[config.mk]
export PLATFORM = sky130hd
export DESIGN_NAME = spi_mode0_master_byte_engine_core
export DESIGN_NICKNAME = d
export VERILOG_FILES = /design/src/sv/spime_pkg.sv /design/src/sv/spime_bit_engine.sv /design/src/sv/spi_mode0_master_byte_engine_core.sv
export SDC_FILE = /design/constraint.sdc
export NUM_CORES = 1
export LEC_CHECK = 0
export BUFFER_PORTS_ARGS = -buffer_cell sky130_fd_sc_hd__buf_4
export CAP_MARGIN = 25
export CORE_MARGIN = 2
export CORE_UTILIZATION = 53
export CTS_CLUSTER_SIZE = 20
export DETAILED_ROUTE_END_ITERATION = 10
export HOLD_SLACK_MARGIN = 0.06
export PLACE_DENSITY_LB_ADDON = 0.15
export SYNTH_ARGS = -nofsm -noshare
export SYNTH_HDL_FRONTEND = slang
export SYNTH_SLANG_ARGS = --single-unit
[constraint.sdc]
create_clock -name clk -period 2.4 [get_ports clk]
set_input_delay 0.36 -clock clk [delete_from_list [all_inputs] [get_ports clk]]
set_output_delay 0.36 -clock clk [all_outputs]
set_load 0.03 [all_outputs]
[src/sv/spime_pkg.sv]
// Package for the SPI mode 0 master byte engine.
// Holds shared constants, the bit phase enum and the payload and config structs.
`default_nettype none

package spime_pkg;

  // Width of the tick counter; saturates at its all-ones value
  localparam int TICK_COUNT_WIDTH = 16;
  localparam logic [TICK_COUNT_WIDTH-1:0] TICK_MAX = '1;

  localparam logic [7:0] DUMMY_BYTE = 8'hFF;

  // Configuration register indexes
  localparam logic [1:0] REG_SETUP_TICKS    = 2'd0;
  localparam logic [1:0] REG_PHASE_TICKS    = 2'd1;
  localparam logic [1:0] REG_CS_ACTIVE_HIGH = 2'd2;
  localparam logic [1:0] REG_CS_PRESENT     = 2'd3;

  // Reset values of the configuration registers
  localparam logic [7:0]  SETUP_TICKS_RST = 8'd16;
  localparam logic [15:0] PHASE_TICKS_RST = 16'd0;

  // Input opcodes
  localparam logic OP_TICK  = 1'b0;
  localparam logic OP_OFFER = 1'b1;

  typedef enum logic [1:0] {
    PH_IDLE  = 2'd0,
    PH_SETUP = 2'd1,
    PH_HIGH  = 2'd2,
    PH_LOW   = 2'd3
  } phase_t;

  typedef struct packed {
    logic       opcode;
    logic [7:0] tx_byte;
    logic       use_dummy;
    logic       last_byte;
    logic       cs_framed;
    logic       miso_level;
  } req_t;

  typedef struct packed {
    logic       sck_level;
    logic       mosi_level;
    logic       cs_level;
    logic       ready_res;
    logic       accepted;
    logic       rx_valid;
    logic [7:0] rx_byte;
  } rsp_t;

  typedef struct packed {
    logic [7:0]  setup_ticks;
    logic [15:0] phase_ticks;
    logic        cs_active_high;
    logic        cs_present;
  } cfg_t;

endpackage

`default_nettype wire

[src/sv/spime_bit_engine.sv]
// Bit engine of the SPI mode 0 master: phase state machine, tick counter,
// shift registers and chip-select state. Depends on spime_pkg.
`default_nettype none

module spime_bit_engine (
  input  wire logic           clk,
  input  wire logic           rst,
  input  wire logic           step,
  input  wire spime_pkg::req_t req,
  input  wire spime_pkg::cfg_t cfg,
  output spime_pkg::rsp_t     result
);
  import spime_pkg::*;

  phase_t                      bit_phase, bit_phase_next;
  logic [2:0]                  bit_index, bit_index_next;
  logic [TICK_COUNT_WIDTH-1:0] tick_count, tick_count_next;
  logic [7:0]                  tx_shift, tx_shift_next;
  logic [7:0]                  rx_shift, rx_shift_next;
  logic                        in_transfer, in_transfer_next;
  logic                        ending_byte, ending_byte_next;
  logic                        framed_hold, framed_hold_next;
  logic                        cs_out, cs_out_next;
  logic                        sck_out, sck_out_next;
  logic                        mosi_out, mosi_out_next;

  logic       setup_done, phase_done;
  logic       acc, rxv;
  logic [7:0] rxb;
  logic [7:0] tx_load;
  logic [2:0] index_dec;

  // Wait ends at the limit or when the counter saturates
  assign setup_done = (32'(tick_count) >= 32'(cfg.setup_ticks)) || (tick_count == TICK_MAX);
  assign phase_done = (32'(tick_count) >= 32'(cfg.phase_ticks)) || (tick_count == TICK_MAX);
  assign tx_load    = req.use_dummy ? DUMMY_BYTE : req.tx_byte;
  assign index_dec  = bit_index - 3'd1;

  // State registers, advanced once per transfer on the request channel
  always_ff @(posedge clk) begin
    if (rst) begin
      bit_phase   <= PH_IDLE;
      bit_index   <= 3'd7;
      tick_count  <= '0;
      tx_shift    <= '0;
      rx_shift    <= '0;
      in_transfer <= 1'b0;
      ending_byte <= 1'b0;
      framed_hold <= 1'b0;
      cs_out      <= 1'b1;
      sck_out     <= 1'b0;
      mosi_out    <= 1'b0;
    end else if (step) begin
      bit_phase   <= bit_phase_next;
      bit_index   <= bit_index_next;
      tick_count  <= tick_count_next;
      tx_shift    <= tx_shift_next;
      rx_shift    <= rx_shift_next;
      in_transfer <= in_transfer_next;
      ending_byte <= ending_byte_next;
      framed_hold <= framed_hold_next;
      cs_out      <= cs_out_next;
      sck_out     <= sck_out_next;
      mosi_out    <= mosi_out_next;
    end
  end

  // Next state and per-tick result
  always_comb begin
    bit_phase_next   = bit_phase;
    bit_index_next   = bit_index;
    tick_count_next  = tick_count;
    tx_shift_next    = tx_shift;
    rx_shift_next    = rx_shift;
    in_transfer_next = in_transfer;
    ending_byte_next = ending_byte;
    framed_hold_next = framed_hold;
    cs_out_next      = cs_out;
    sck_out_next     = sck_out;
    mosi_out_next    = mosi_out;
    acc = 1'b0;
    rxv = 1'b0;
    rxb = 8'd0;

    case (bit_phase)
      PH_IDLE: begin
        if (req.opcode == OP_OFFER) begin
          acc = 1'b1;
          // first byte of a transfer fixes framing
          if (!in_transfer) begin
            in_transfer_next = 1'b1;
            if (cfg.cs_present) begin
              if (req.cs_framed) begin
                cs_out_next      = cfg.cs_active_high;
                framed_hold_next = 1'b1;
              end else begin
                cs_out_next      = ~cfg.cs_active_high;
                framed_hold_next = 1'b0;
              end
            end else begin
              framed_hold_next = 1'b0;
            end
          end
          tx_shift_next    = tx_load;
          rx_shift_next    = 8'd0;
          ending_byte_next = req.last_byte;
          bit_index_next   = 3'd7;
          sck_out_next     = 1'b0;
          mosi_out_next    = tx_load[7];
          tick_count_next  = TICK_COUNT_WIDTH'(1);
          bit_phase_next   = PH_SETUP;
        end
      end
      PH_SETUP: begin
        if (setup_done) begin
          sck_out_next    = 1'b1;
          tick_count_next = '0;
          bit_phase_next  = PH_HIGH;
        end else begin
          tick_count_next = tick_count + TICK_COUNT_WIDTH'(1);
        end
      end
      PH_HIGH: begin
        // sample MISO as SCK falls
        if (phase_done) begin
          rx_shift_next   = {rx_shift[6:0], req.miso_level};
          sck_out_next    = 1'b0;
          tick_count_next = '0;
          bit_phase_next  = PH_LOW;
        end else begin
          tick_count_next = tick_count + TICK_COUNT_WIDTH'(1);
        end
      end
      default: begin
        if (phase_done) begin
          if (bit_index != 3'd0) begin
            bit_index_next  = index_dec;
            mosi_out_next   = tx_shift[index_dec];
            tick_count_next = TICK_COUNT_WIDTH'(1);
            bit_phase_next  = PH_SETUP;
          end else begin
            // byte complete
            rxv             = 1'b1;
            rxb             = rx_shift;
            tick_count_next = '0;
            bit_index_next  = 3'd7;
            bit_phase_next  = PH_IDLE;
            if (ending_byte) begin
              if (framed_hold && cfg.cs_present) cs_out_next = ~cfg.cs_active_high;
              framed_hold_next = 1'b0;
              in_transfer_next = 1'b0;
              ending_byte_next = 1'b0;
            end
          end
        end else begin
          tick_count_next = tick_count + TICK_COUNT_WIDTH'(1);
        end
      end
    endcase

    result.sck_level  = sck_out_next;
    result.mosi_level = mosi_out_next;
    result.cs_level   = cfg.cs_present ? cs_out_next : ~cfg.cs_active_high;
    result.ready_res  = (bit_phase == PH_IDLE);
    result.accepted   = acc;
    result.rx_valid   = rxv;
    result.rx_byte    = rxb;
  end

endmodule

`default_nettype wire

[src/sv/spi_mode0_master_byte_engine_core.sv]
// SPI mode 0 master byte engine, top level; uses spime_pkg and spime_bit_engine.
// Each request transfer is one tick of the bit engine and yields one response.
// The response is registered and valid in the cycle after the request is taken.
// Throughput: one request per cycle, limited only by stall on the response side.
// Reset: engine idle, CS at its inactive level, config registers at their defaults.
`default_nettype none

module spi_mode0_master_byte_engine_core (
  input  wire logic            clk,
  input  wire logic            rst,
  input  wire logic            req_valid,
  output logic                 req_stall,
  input  wire spime_pkg::req_t req,
  output logic                 rsp_valid,
  input  wire logic            rsp_stall,
  output spime_pkg::rsp_t      rsp,
  input  wire logic            cfg_we,
  input  wire logic [1:0]      cfg_index,
  input  wire logic [15:0]     cfg_data
);
  import spime_pkg::*;

  cfg_t cfg;
  rsp_t result;
  logic step;

  // Stall only while a finished response is held and blocked
  assign req_stall = rsp_valid && rsp_stall;
  assign step      = req_valid && !req_stall;

  // Configuration registers
  always_ff @(posedge clk) begin
    if (rst) begin
      cfg.setup_ticks    <= SETUP_TICKS_RST;
      cfg.phase_ticks    <= PHASE_TICKS_RST;
      cfg.cs_active_high <= 1'b0;
      cfg.cs_present     <= 1'b1;
    end else if (cfg_we) begin
      case (cfg_index)
        REG_SETUP_TICKS:    cfg.setup_ticks    <= cfg_data[7:0];
        REG_PHASE_TICKS:    cfg.phase_ticks    <= cfg_data;
        REG_CS_ACTIVE_HIGH: cfg.cs_active_high <= cfg_data[0];
        REG_CS_PRESENT:     cfg.cs_present     <= cfg_data[0];
        default: ;
      endcase
    end
  end

  spime_bit_engine u_engine (
    .clk    (clk),
    .rst    (rst),
    .step   (step),
    .req    (req),
    .cfg    (cfg),
    .result (result)
  );

  // Response register
  always_ff @(posedge clk) begin
    if (rst) begin
      rsp_valid <= 1'b0;
    end else if (step) begin
      rsp_valid <= 1'b1;
    end else if (!rsp_stall) begin
      rsp_valid <= 1'b0;
    end
  end

  always_ff @(posedge clk) begin
    if (step) begin
      rsp <= result;
    end
  end

  // A taken byte only when the engine was idle
  a_acc_ready: assert property (@(posedge clk) disable iff (rst)
    (rsp_valid && rsp.accepted) |-> rsp.ready_res)
    else $error("byte accepted while engine busy");

  // A completed byte leaves SCK low and is never taken in the same tick
  a_rx_sck_low: assert property (@(posedge clk) disable iff (rst)
    (rsp_valid && rsp.rx_valid) |-> (!rsp.sck_level && !rsp.accepted))
    else $error("byte completion with SCK high or a new byte taken");

  // No received data reported outside a completion
  a_rx_zero: assert property (@(posedge clk) disable iff (rst)
    (rsp_valid && !rsp.rx_valid) |-> (rsp.rx_byte == 8'd0))
    else $error("rx_byte non-zero without rx_valid");

  // Every taken request produces a response next cycle
  a_rsp_follows: assert property (@(posedge clk) disable iff (rst)
    (req_valid && !req_stall) |=> rsp_valid)
    else $error("response missing after request transfer");

endmodule

`default_nettype wire
* Word-level counts from Yosys, hierarchy flattened
Cells that the tools add are included.
** Storage, ports and cells
- Flip-flop bits (word level) :: 84
- Input port bits :: 36
- Output and inout port bits :: 16
- Logic and storage cells :: 129
** Operators by class
- Bitwise logic cells :: 3
- Eq/ne operators :: 12
- Add/sub/neg operators :: 2
- Mux-type cells :: 58
- Magnitude comparators :: 3
- Reductions and logical operators :: 28
** Operators with widths (number)
- $mux 16 :: 4
- $pmux 16 s3 :: 1
- $mux 1 :: 33
- $mux 8 :: 3
- $add 16x1->16 const B :: 1
- $eq 16x16->1 const B :: 1
- $ge 16x16->1 :: 1
- $ge 16x8->1 :: 1
- $pmux 8 s2 :: 1
- $pmux 1 s2 :: 5
- $reduce_and 2->1 :: 5
- $reduce_and 5->1 :: 2
- $mux 3 :: 3
- $mux 2 :: 4
- $reduce_and 4->1 :: 2
- $reduce_and 7->1 :: 1
- $eq 2x2->1 const B :: 3
- $ne 2x1->1 const B :: 3
- $ne 2x2->1 const B :: 3
- $pmux 2 s3 :: 1
- $pmux 3 s2 :: 1
- $reduce_and 6->1 :: 1
- $reduce_bool 2->1 :: 3
- $reduce_bool 3->1 :: 2
- other kinds (14) :: 21

* Longest topological paths before layout
Gate-level depths: netlist (run 1).
- Depth after elaboration :: 7
- Mapped depth :: 9
- Gate-level depth less buffers :: 8

* Cells and area by module
From an unflattened synthesis (run 1), not the netlist that was laid out.
** Second synthesis, totals
- Cells, all modules :: 529
- Area total of the unflattened synthesis :: 4887.2 um2
** By module, submodules not included
- spime_bit_engine :: seq. area each 860.8 um2, times used 1, area each 3295.7 um2, cells an instance 403
- spi_mode0_master_byte_engine_core :: seq. area each 960.9 um2, times used 1, area each 1591.5 um2, cells an instance 126

* Least setup slack after synthesis (run 1)
Ideal clock, no wire load.
- Path kind :: register to register
- From :: register rsp_valid
- To :: register u_engine.tick_count[13]
- Path buffers :: 2
- Stages on the path, launching flop included :: 9
- Required time :: 2.333 ns
- Slack :: -0.494 ns
- Library setup time :: 0.067 ns
- Period minus slack after synthesis :: 2.894 ns
- Arrival time :: 2.827 ns
- Cells stage by stage :: dfxtp_1 > and2_1 > nand2b_1 > clkinv_1 > o21ai_1 > clkbuf_1 > clkbuf_1 > nand2_1 > a21oi_2
** On the way
- Longest elaborated chain between the ends :: 4
** Ends and longest elaborated chain
- start: declaration :: line spi_mode0_master_byte_engine_core.sv:14 : output logic rsp_valid,
- start signal: assignment :: line spi_mode0_master_byte_engine_core.sv:61 : rsp_valid <= 1'b0;
- start signal: assignment :: line spi_mode0_master_byte_engine_core.sv:63 : rsp_valid <= 1'b1;
- start signal: assignment :: line spi_mode0_master_byte_engine_core.sv:65 : rsp_valid <= 1'b0;
- $logic_and 1x1->1 :: line spi_mode0_master_byte_engine_core.sv:28 : assign req_stall = rsp_valid && rsp_stall;
- named net req_stall :: line spi_mode0_master_byte_engine_core.sv:12 : output logic req_stall,
- $logic_not 1->1 :: line spi_mode0_master_byte_engine_core.sv:29 : assign step = req_valid && !req_stall;
- $logic_and 1x1->1 :: line spi_mode0_master_byte_engine_core.sv:29
- named net step :: line spi_mode0_master_byte_engine_core.sv:25 : logic step;
- $reduce_and 2->1 (no source line)
- end signal: assignment :: line spime_bit_engine.sv:56 : tick_count <= tick_count_next;
- end: declaration :: line spime_bit_engine.sv:17 : logic [TICK_COUNT_WIDTH-1:0] tick_count, tick_count_next;
The timed path passes the listed nets, and every way through them passes these cells.
A chain may end at the register's enable or synchronous reset.

* Final worst setup path (run 1)
- From :: register, netlist name cfg[11]
- To :: register u_engine.rx_shift[5]
** On the way
- Longest elaborated chain between the ends :: 4
** Ends and longest elaborated chain
- $ge 16x16->1 :: line spime_bit_engine.sv:35 : assign phase_done = (32'(tick_count) >= 32'(cfg.phase_ticks)) || (tick_count == TICK_MAX);
- $logic_or 1x1->1 :: line spime_bit_engine.sv:35
- $ne 2x1->1 (no source line)
- $reduce_and 4->1 (no source line)
- end signal: assignment :: line spime_bit_engine.sv:58 : rx_shift <= rx_shift_next;
- end: declaration :: line spime_bit_engine.sv:19 : logic [7:0] rx_shift, rx_shift_next;
No other way between the ends.

==> results of run 1 <==
[registers in the layout (all words and copies together) (netlist names)]
| signal | flops |
|---|---|
| u_engine.bit_index | 3 |
| rsp | 14 |
| rsp_valid | 1 |
| u_engine.tick_count | 16 |
| u_engine.cs_out | 1 |
| u_engine.ending_byte | 1 |
| u_engine.bit_phase | 2 |
| u_engine.framed_hold | 1 |
| u_engine.tx_shift | 8 |
| u_engine.in_transfer | 1 |
| u_engine.rx_shift | 8 |
| cfg | 26 |
| u_engine.mosi_out | 1 |
| u_engine.sck_out | 1 |
[repair_timing]
item                                    CTS  global route
endpoints found under the setup margin   40            46
resized for setup                        29            33
pin swaps                                21            14
buffers inserted                          1             4
[power by group]
group | total (mW) | switching (mW) | internal, mW
Combinational | 0.708 | 0.402 | 0.306
Sequential | 1.53 | 0.0331 | 1.49
Clock | 1.07 | 0.578 | 0.497
Total | 3.31 | 1.01 | 2.30
[per-layer routing]
layer	track usage [%]	wire length (um)
met3	5.13	710
met4	6.18	139
met2	40.1	5710
met1	34.0	5560
met5	0	0
[final timing paths]
kind                         from                                end  slack, ns  cells past startpoint
max          cfg[11]$_SDFFE_PP0P_  u_engine.rx_shift[5]$_SDFFE_PP0P_      -0.10                      8
min                        req[0]  u_engine.rx_shift[0]$_SDFFE_PP0P_       0.21                      2
max reg2reg  cfg[11]$_SDFFE_PP0P_  u_engine.rx_shift[5]$_SDFFE_PP0P_      -0.10                      8
min reg2reg   cfg[8]$_SDFFE_PP0P_                cfg[8]$_SDFFE_PP0P_       0.46                      2
[logic make-up (layout without fill, tap and decap cells)]
family,after synthesis,count (layout),synth area share (%)
and+or+nand+nor,224,224,24.8
AOI/OAI and AO/OA,126,126,18.9
DFF,84,84,39.9
buffers and inverters,56,161,4.79
adders and majority gates,31,31,8.49
muxes,10,10,2.76
xor gates and xnor gates,2,2,0.383
[cell usage after synthesis, types with 5 or more instances]
cell type  instances  area share (%)
inv_1             34             2.8
a22o_1             9             1.7
ha_1              31             8.5
a21oi_1           46             5.0
nand2_1           73             6.0
a31oi_1            5            0.68
nor3_1            22             2.4
dfxtp_1           70              31
clkbuf_1          15             1.2
nor4_1            15             2.1
a221o_1            8             1.8
edfxtp_1          14             9.2
mux2i_1            7             1.5
and2_1             9             1.2
nand3_1           17             1.9
nor2_1            40             3.3
o21ai_0           20             2.2
o211ai_1           7             1.1
nor2b_1            8             1.1
[worst reg2reg max path, delay by kind of cell (launching register included)]
kind	cells	cell delay, ns
AOI/OAI and AO/OA	3	0.95
adders and majority gates	1	0.26
buffers and inverters	1	0.05
DFF	1	0.34
and+or+nand+nor	3	0.80
[final cells by class]
| class | count | share of cell area [%] |
|---|---|---|
| clock buffers | 9 | 2.07 |
| clock inverters | 7 | 1.42 |
| repair buffers | 110 | 14.2 |
| flip-flops and latches | 84 | 30.8 |
| multi-input cells | 393 | 47.1 |
| inverters | 35 | 2.22 |
| well taps | 105 | 2.19 |
==> qor.yml, run 1 <==
status: "finished, violations left"
violations: "negative setup slack"
p_total_mw: 3.31
worst_pin_slew_ns: 0.577
syn_nets: 600
hp-class: "in2reg"
clockBufferDepth: 2
crit_type: "reg2reg"
insertion_delay_ns: 0.37
yosys_warnings: 0
critPathCaptureType: "flop"
power_density_mw_per_mm2: 553
synth_cell_types: 67
dieWidth_um: 96.9
period_share_pct: 104
pin_count: 52
p_leak_nw: 2.38
holdBufCountCts: 0
drt_iter0_drc: 269
multi_input_area_mm2: 0.00282
cts-root-buf: "clkbuf_8"
cp_slowest_cell: "or4_4"
dp_cells: 722
rsz0062_at_grt: "true"
final_common_cell: "buf_4"
viasPerCell: 5.86
crit_required_ns: 2.66
drt_wl_total_mm: 12.1
clock_skew_ns: 0.0104
place_hpwl_mm: 8.80
synth.ff_latch_count: 84
worstPathCellList: "inv_2 -> ha_4 -> nand4_1 -> or4_4 -> o32a_4 -> a311oi_2 -> nor2_2 -> a22o_1"
yosysSeqAreaShare_pct: 39.9
syn-cell-area_mm2: 0.00457
max_freq_mhz: 399
first_global_vias: 4040
port_buffers: 51
tritoncts.num_buffers: 9
placed_cell_area_mm2: 0.00550
gp_congestion: 0.926
start_kind: "flop"
grt-ovfl-total: 0
dieArea_mm2: 0.00938
hold_slack_ns: 0.208
synth_edf_count: 14
path_max_fanout: 8
cts.sinks: 84
core_mm2: 0.00830
placementRows: 33
areaGrowthSynthToFinish_pct: 31.0
antenna_found_initial: 0
setup_viol: 35
grtUsageTotal_pct: 24.8
arrival_ns: 2.76
mostFrequentLayoutCells: "104 x buf_4, 73 x nand2_1, 56 x dfxtp_1"
post-route-drc-count: 0
critPathMaxStageDelay_ns: 0.56
stdcell_count: 743
nets: 700
vias: 4355
setup_ws_ns: -0.105
path_delay_family: "compound AO/OA/AOI/OAI gates"
syn_area_per_cell_um2: 8.58
layout_min_cycle_time_ns: 2.50
max_slew_margin_pct: 61.4
grt_first_pass_wirelength_mm: 19.1
wire_per_inst_um: 16.3
fin_util_pct: 72.1
clkTransAtPathRegs_ns: 0.10
layout.area.seq_mm2: 0.00184
fillers: 667
synthFlopType: "dfxtp_1"
antenna_cells: 0
initial_core_util_pct: 55.1
drt_pre_antenna_iters: 5
maxSlewViolCount: 0
cp_num_buf_inv: 1
fin_tns_setup_ns: -2.03
grt_max_degree: 30
htreeDepth: 3
die_h_um: 96.9
hold_viol: 0
drive_above_1_share_pct: 32.1
async_flop_share_pct: 0
cts_tree: "yes"
ant_nets: 0
ir_worst_vdd_uv: 314
fin_area_mm2: 0.00599
cap_violations: 0
place_ws_ns: -0.138
syn_inst: 533
Note: power is estimated with default switching activity, not from simulation.
==> inputs of run 2 (changes only) <==
--- a/config.mk
+++ b/config.mk
@@ -8,8 +8,8 @@
 export BUFFER_PORTS_ARGS = -buffer_cell sky130_fd_sc_hd__buf_4
 export CAP_MARGIN = 25
-export CORE_MARGIN = 2
 export CORE_UTILIZATION = 53
 export CTS_CLUSTER_SIZE = 20
 export DETAILED_ROUTE_END_ITERATION = 10
+export GPL_TIMING_DRIVEN = 0
 export HOLD_SLACK_MARGIN = 0.06
 export PLACE_DENSITY_LB_ADDON = 0.15
==> constraint.sdc (replaced) <==
create_clock -name clk -period 2.4 [get_ports clk]
set_input_delay 0.48 -clock clk [delete_from_list [all_inputs] [get_ports clk]]
set_output_delay 0.48 -clock clk [all_outputs]
set_load 0.03 [all_outputs]
==> run 2 against run 1 <==
Against the previous run:
- the run still ends with negative setup slack left
- cell count fell by 2.8%
- sequential power about the same
- routed wire length increased by 0.18%
- clock skew rose by 0.00059 ns
- combinational power hardly changed
- worst hold slack improved by 0.13 ns
- first-iteration DRC count up 37%
- clock power shrank 11%
- sequential share of layout area rose by 1.2 points
- register-to-register slack got worse by 0.04 ns
==> qor.yml, run 2 (same netlist as run 1, synthesis figures left out) <==
post-route-drc-count: 0
insertion_delay_ns: 0.36
antenna_cells: 0
clockBufferDepth: 2
initial_core_util_pct: 55.1
setup_viol: 38
cts_tree: "yes"
cts-root-buf: "clkbuf_8"
vias: 4380
htreeDepth: 3
rsz0062_at_grt: "true"
reg_top3: "cfg (26), u_engine.tick_count (16), rsp (14)"
path_max_fanout: 4
grt_first_pass_wirelength_mm: 19.2
cap_violations: 0
grt-ovfl-total: 0
cts.sinks: 84
nets: 679
drt_iter0_drc: 368
fillers: 655
setup_ws_ns: -0.142
first_global_vias: 4033
p_total_mw: 3.18
max_slew_margin_pct: 46.5
power_density_mw_per_mm2: 548
viasPerCell: 6.07
violations: "negative setup slack"
multi_input_area_mm2: 0.00286
antenna_found_initial: 0
core_mm2: 0.00830
die_h_um: 94.9
worst_pin_slew_ns: 0.801
placed_cell_area_mm2: 0.00518
port_buffers: 50
start_kind: "flop"
hold_viol: 0
hold_slack_ns: 0.339
layout_min_cycle_time_ns: 2.54
drive_above_1_share_pct: 27.7
max_freq_mhz: 393
wire_per_inst_um: 16.8
fin_area_mm2: 0.00579
clock_skew_ns: 0.0110
gp_congestion: 0.865
hp-class: "in2reg"
arrival_ns: 2.84
crit_type: "reg2reg"
grt_max_degree: 22
ant_nets: 0
crit_required_ns: 2.69
areaGrowthSynthToFinish_pct: 26.8
clkTransAtPathRegs_ns: 0.10
mostFrequentLayoutCells: "73 x nand2_1, 62 x buf_4, 53 x dfxtp_1"
dieArea_mm2: 0.00900
place_ws_ns: -0.467
critPathCaptureType: "flop"
place_hpwl_mm: 8.30
period_share_pct: 106
status: "finished, violations left"
final_common_cell: "nand2_1"
largest_reg_flops: 26
ir_worst_vdd_uv: 368
pin_count: 52
tritoncts.num_buffers: 9
dieWidth_um: 94.9
drt_wl_total_mm: 12.1
regMostFlops: "cfg"
layout.area.seq_mm2: 0.00185
maxSlewViolCount: 0
holdBufCountCts: 0
drt_pre_antenna_iters: 5
p_leak_nw: 2.22
grtUsageTotal_pct: 27.4
placementRows: 33
run 2: final cells by class:
type | instances | area share [%]
Multi-Input combinational cell | 393 | 49.4
Clock inverter | 7 | 0.864
Sequential cell | 84 | 32.0
Timing Repair Buffer | 68 | 9.24
Buffer | 21 | 1.75
Inverter | 35 | 2.35
Clock buffer | 9 | 2.14
Tap cell | 105 | 2.27
run 2: what timing repair did:
item	CTS	global route
pin swaps	34	21
endpoints found under the setup margin	47	47
gates resized for setup	55	24
gates cloned	0	1
setup buffers	12	5
run 2: where the power goes:
part           internal, mW  switching (mW)  total [mW]
clock network         0.380           0.567       0.947
registers              1.49          0.0327        1.52
logic                 0.297           0.412       0.709
total                  2.17            1.01        3.18
run 2: critical path: stages (launching register included):
cell and delay (ns):
dfxtp_4 0.38, ha_4 0.27, nand4_1 0.13, or4_4 0.57
o32ai_4 0.25, buf_12 0.16, buf_6 0.11, o31ai_4 0.07
or3b_4 0.41, a21oi_2 0.13
run 2: layer usage:
metal	global-route usage, %	up-vias	part of all wire (%)
li1	-	2106	-
met1	36.6	2073	44
met2	44.9	171	47
met4	9.85	0	2.6
met3	4.11	30	6.1
met5	0	-	0
run 2: through the flow:
stage	instances	utilization, %	TNS [ns]
floorplan	533	-	-0.00266
detailed placement	688	62.4	-14.67
finish	722	69.8	-3.41
CTS	716	68.1	-3.09
global route	722	69.8	-7.57
global placement	688	62.4	-13.52
run 2: worst paths after layout:
path,slack [ns],to,startpoint,depth (start not counted)
hold reg to reg,0.46,cfg[5]$_SDFFE_PP0P_,cfg[5]$_SDFFE_PP0P_,2
setup / recovery,-0.14,u_engine.bit_phase[0]$_SDFFE_PP0P_,u_engine.tick_count[11]$_SDFFE_PP0P_,9
setup reg to reg,-0.14,u_engine.bit_phase[0]$_SDFFE_PP0P_,u_engine.tick_count[11]$_SDFFE_PP0P_,9
hold / removal,0.34,u_engine.rx_shift[0]$_SDFFE_PP0P_,req[0],2
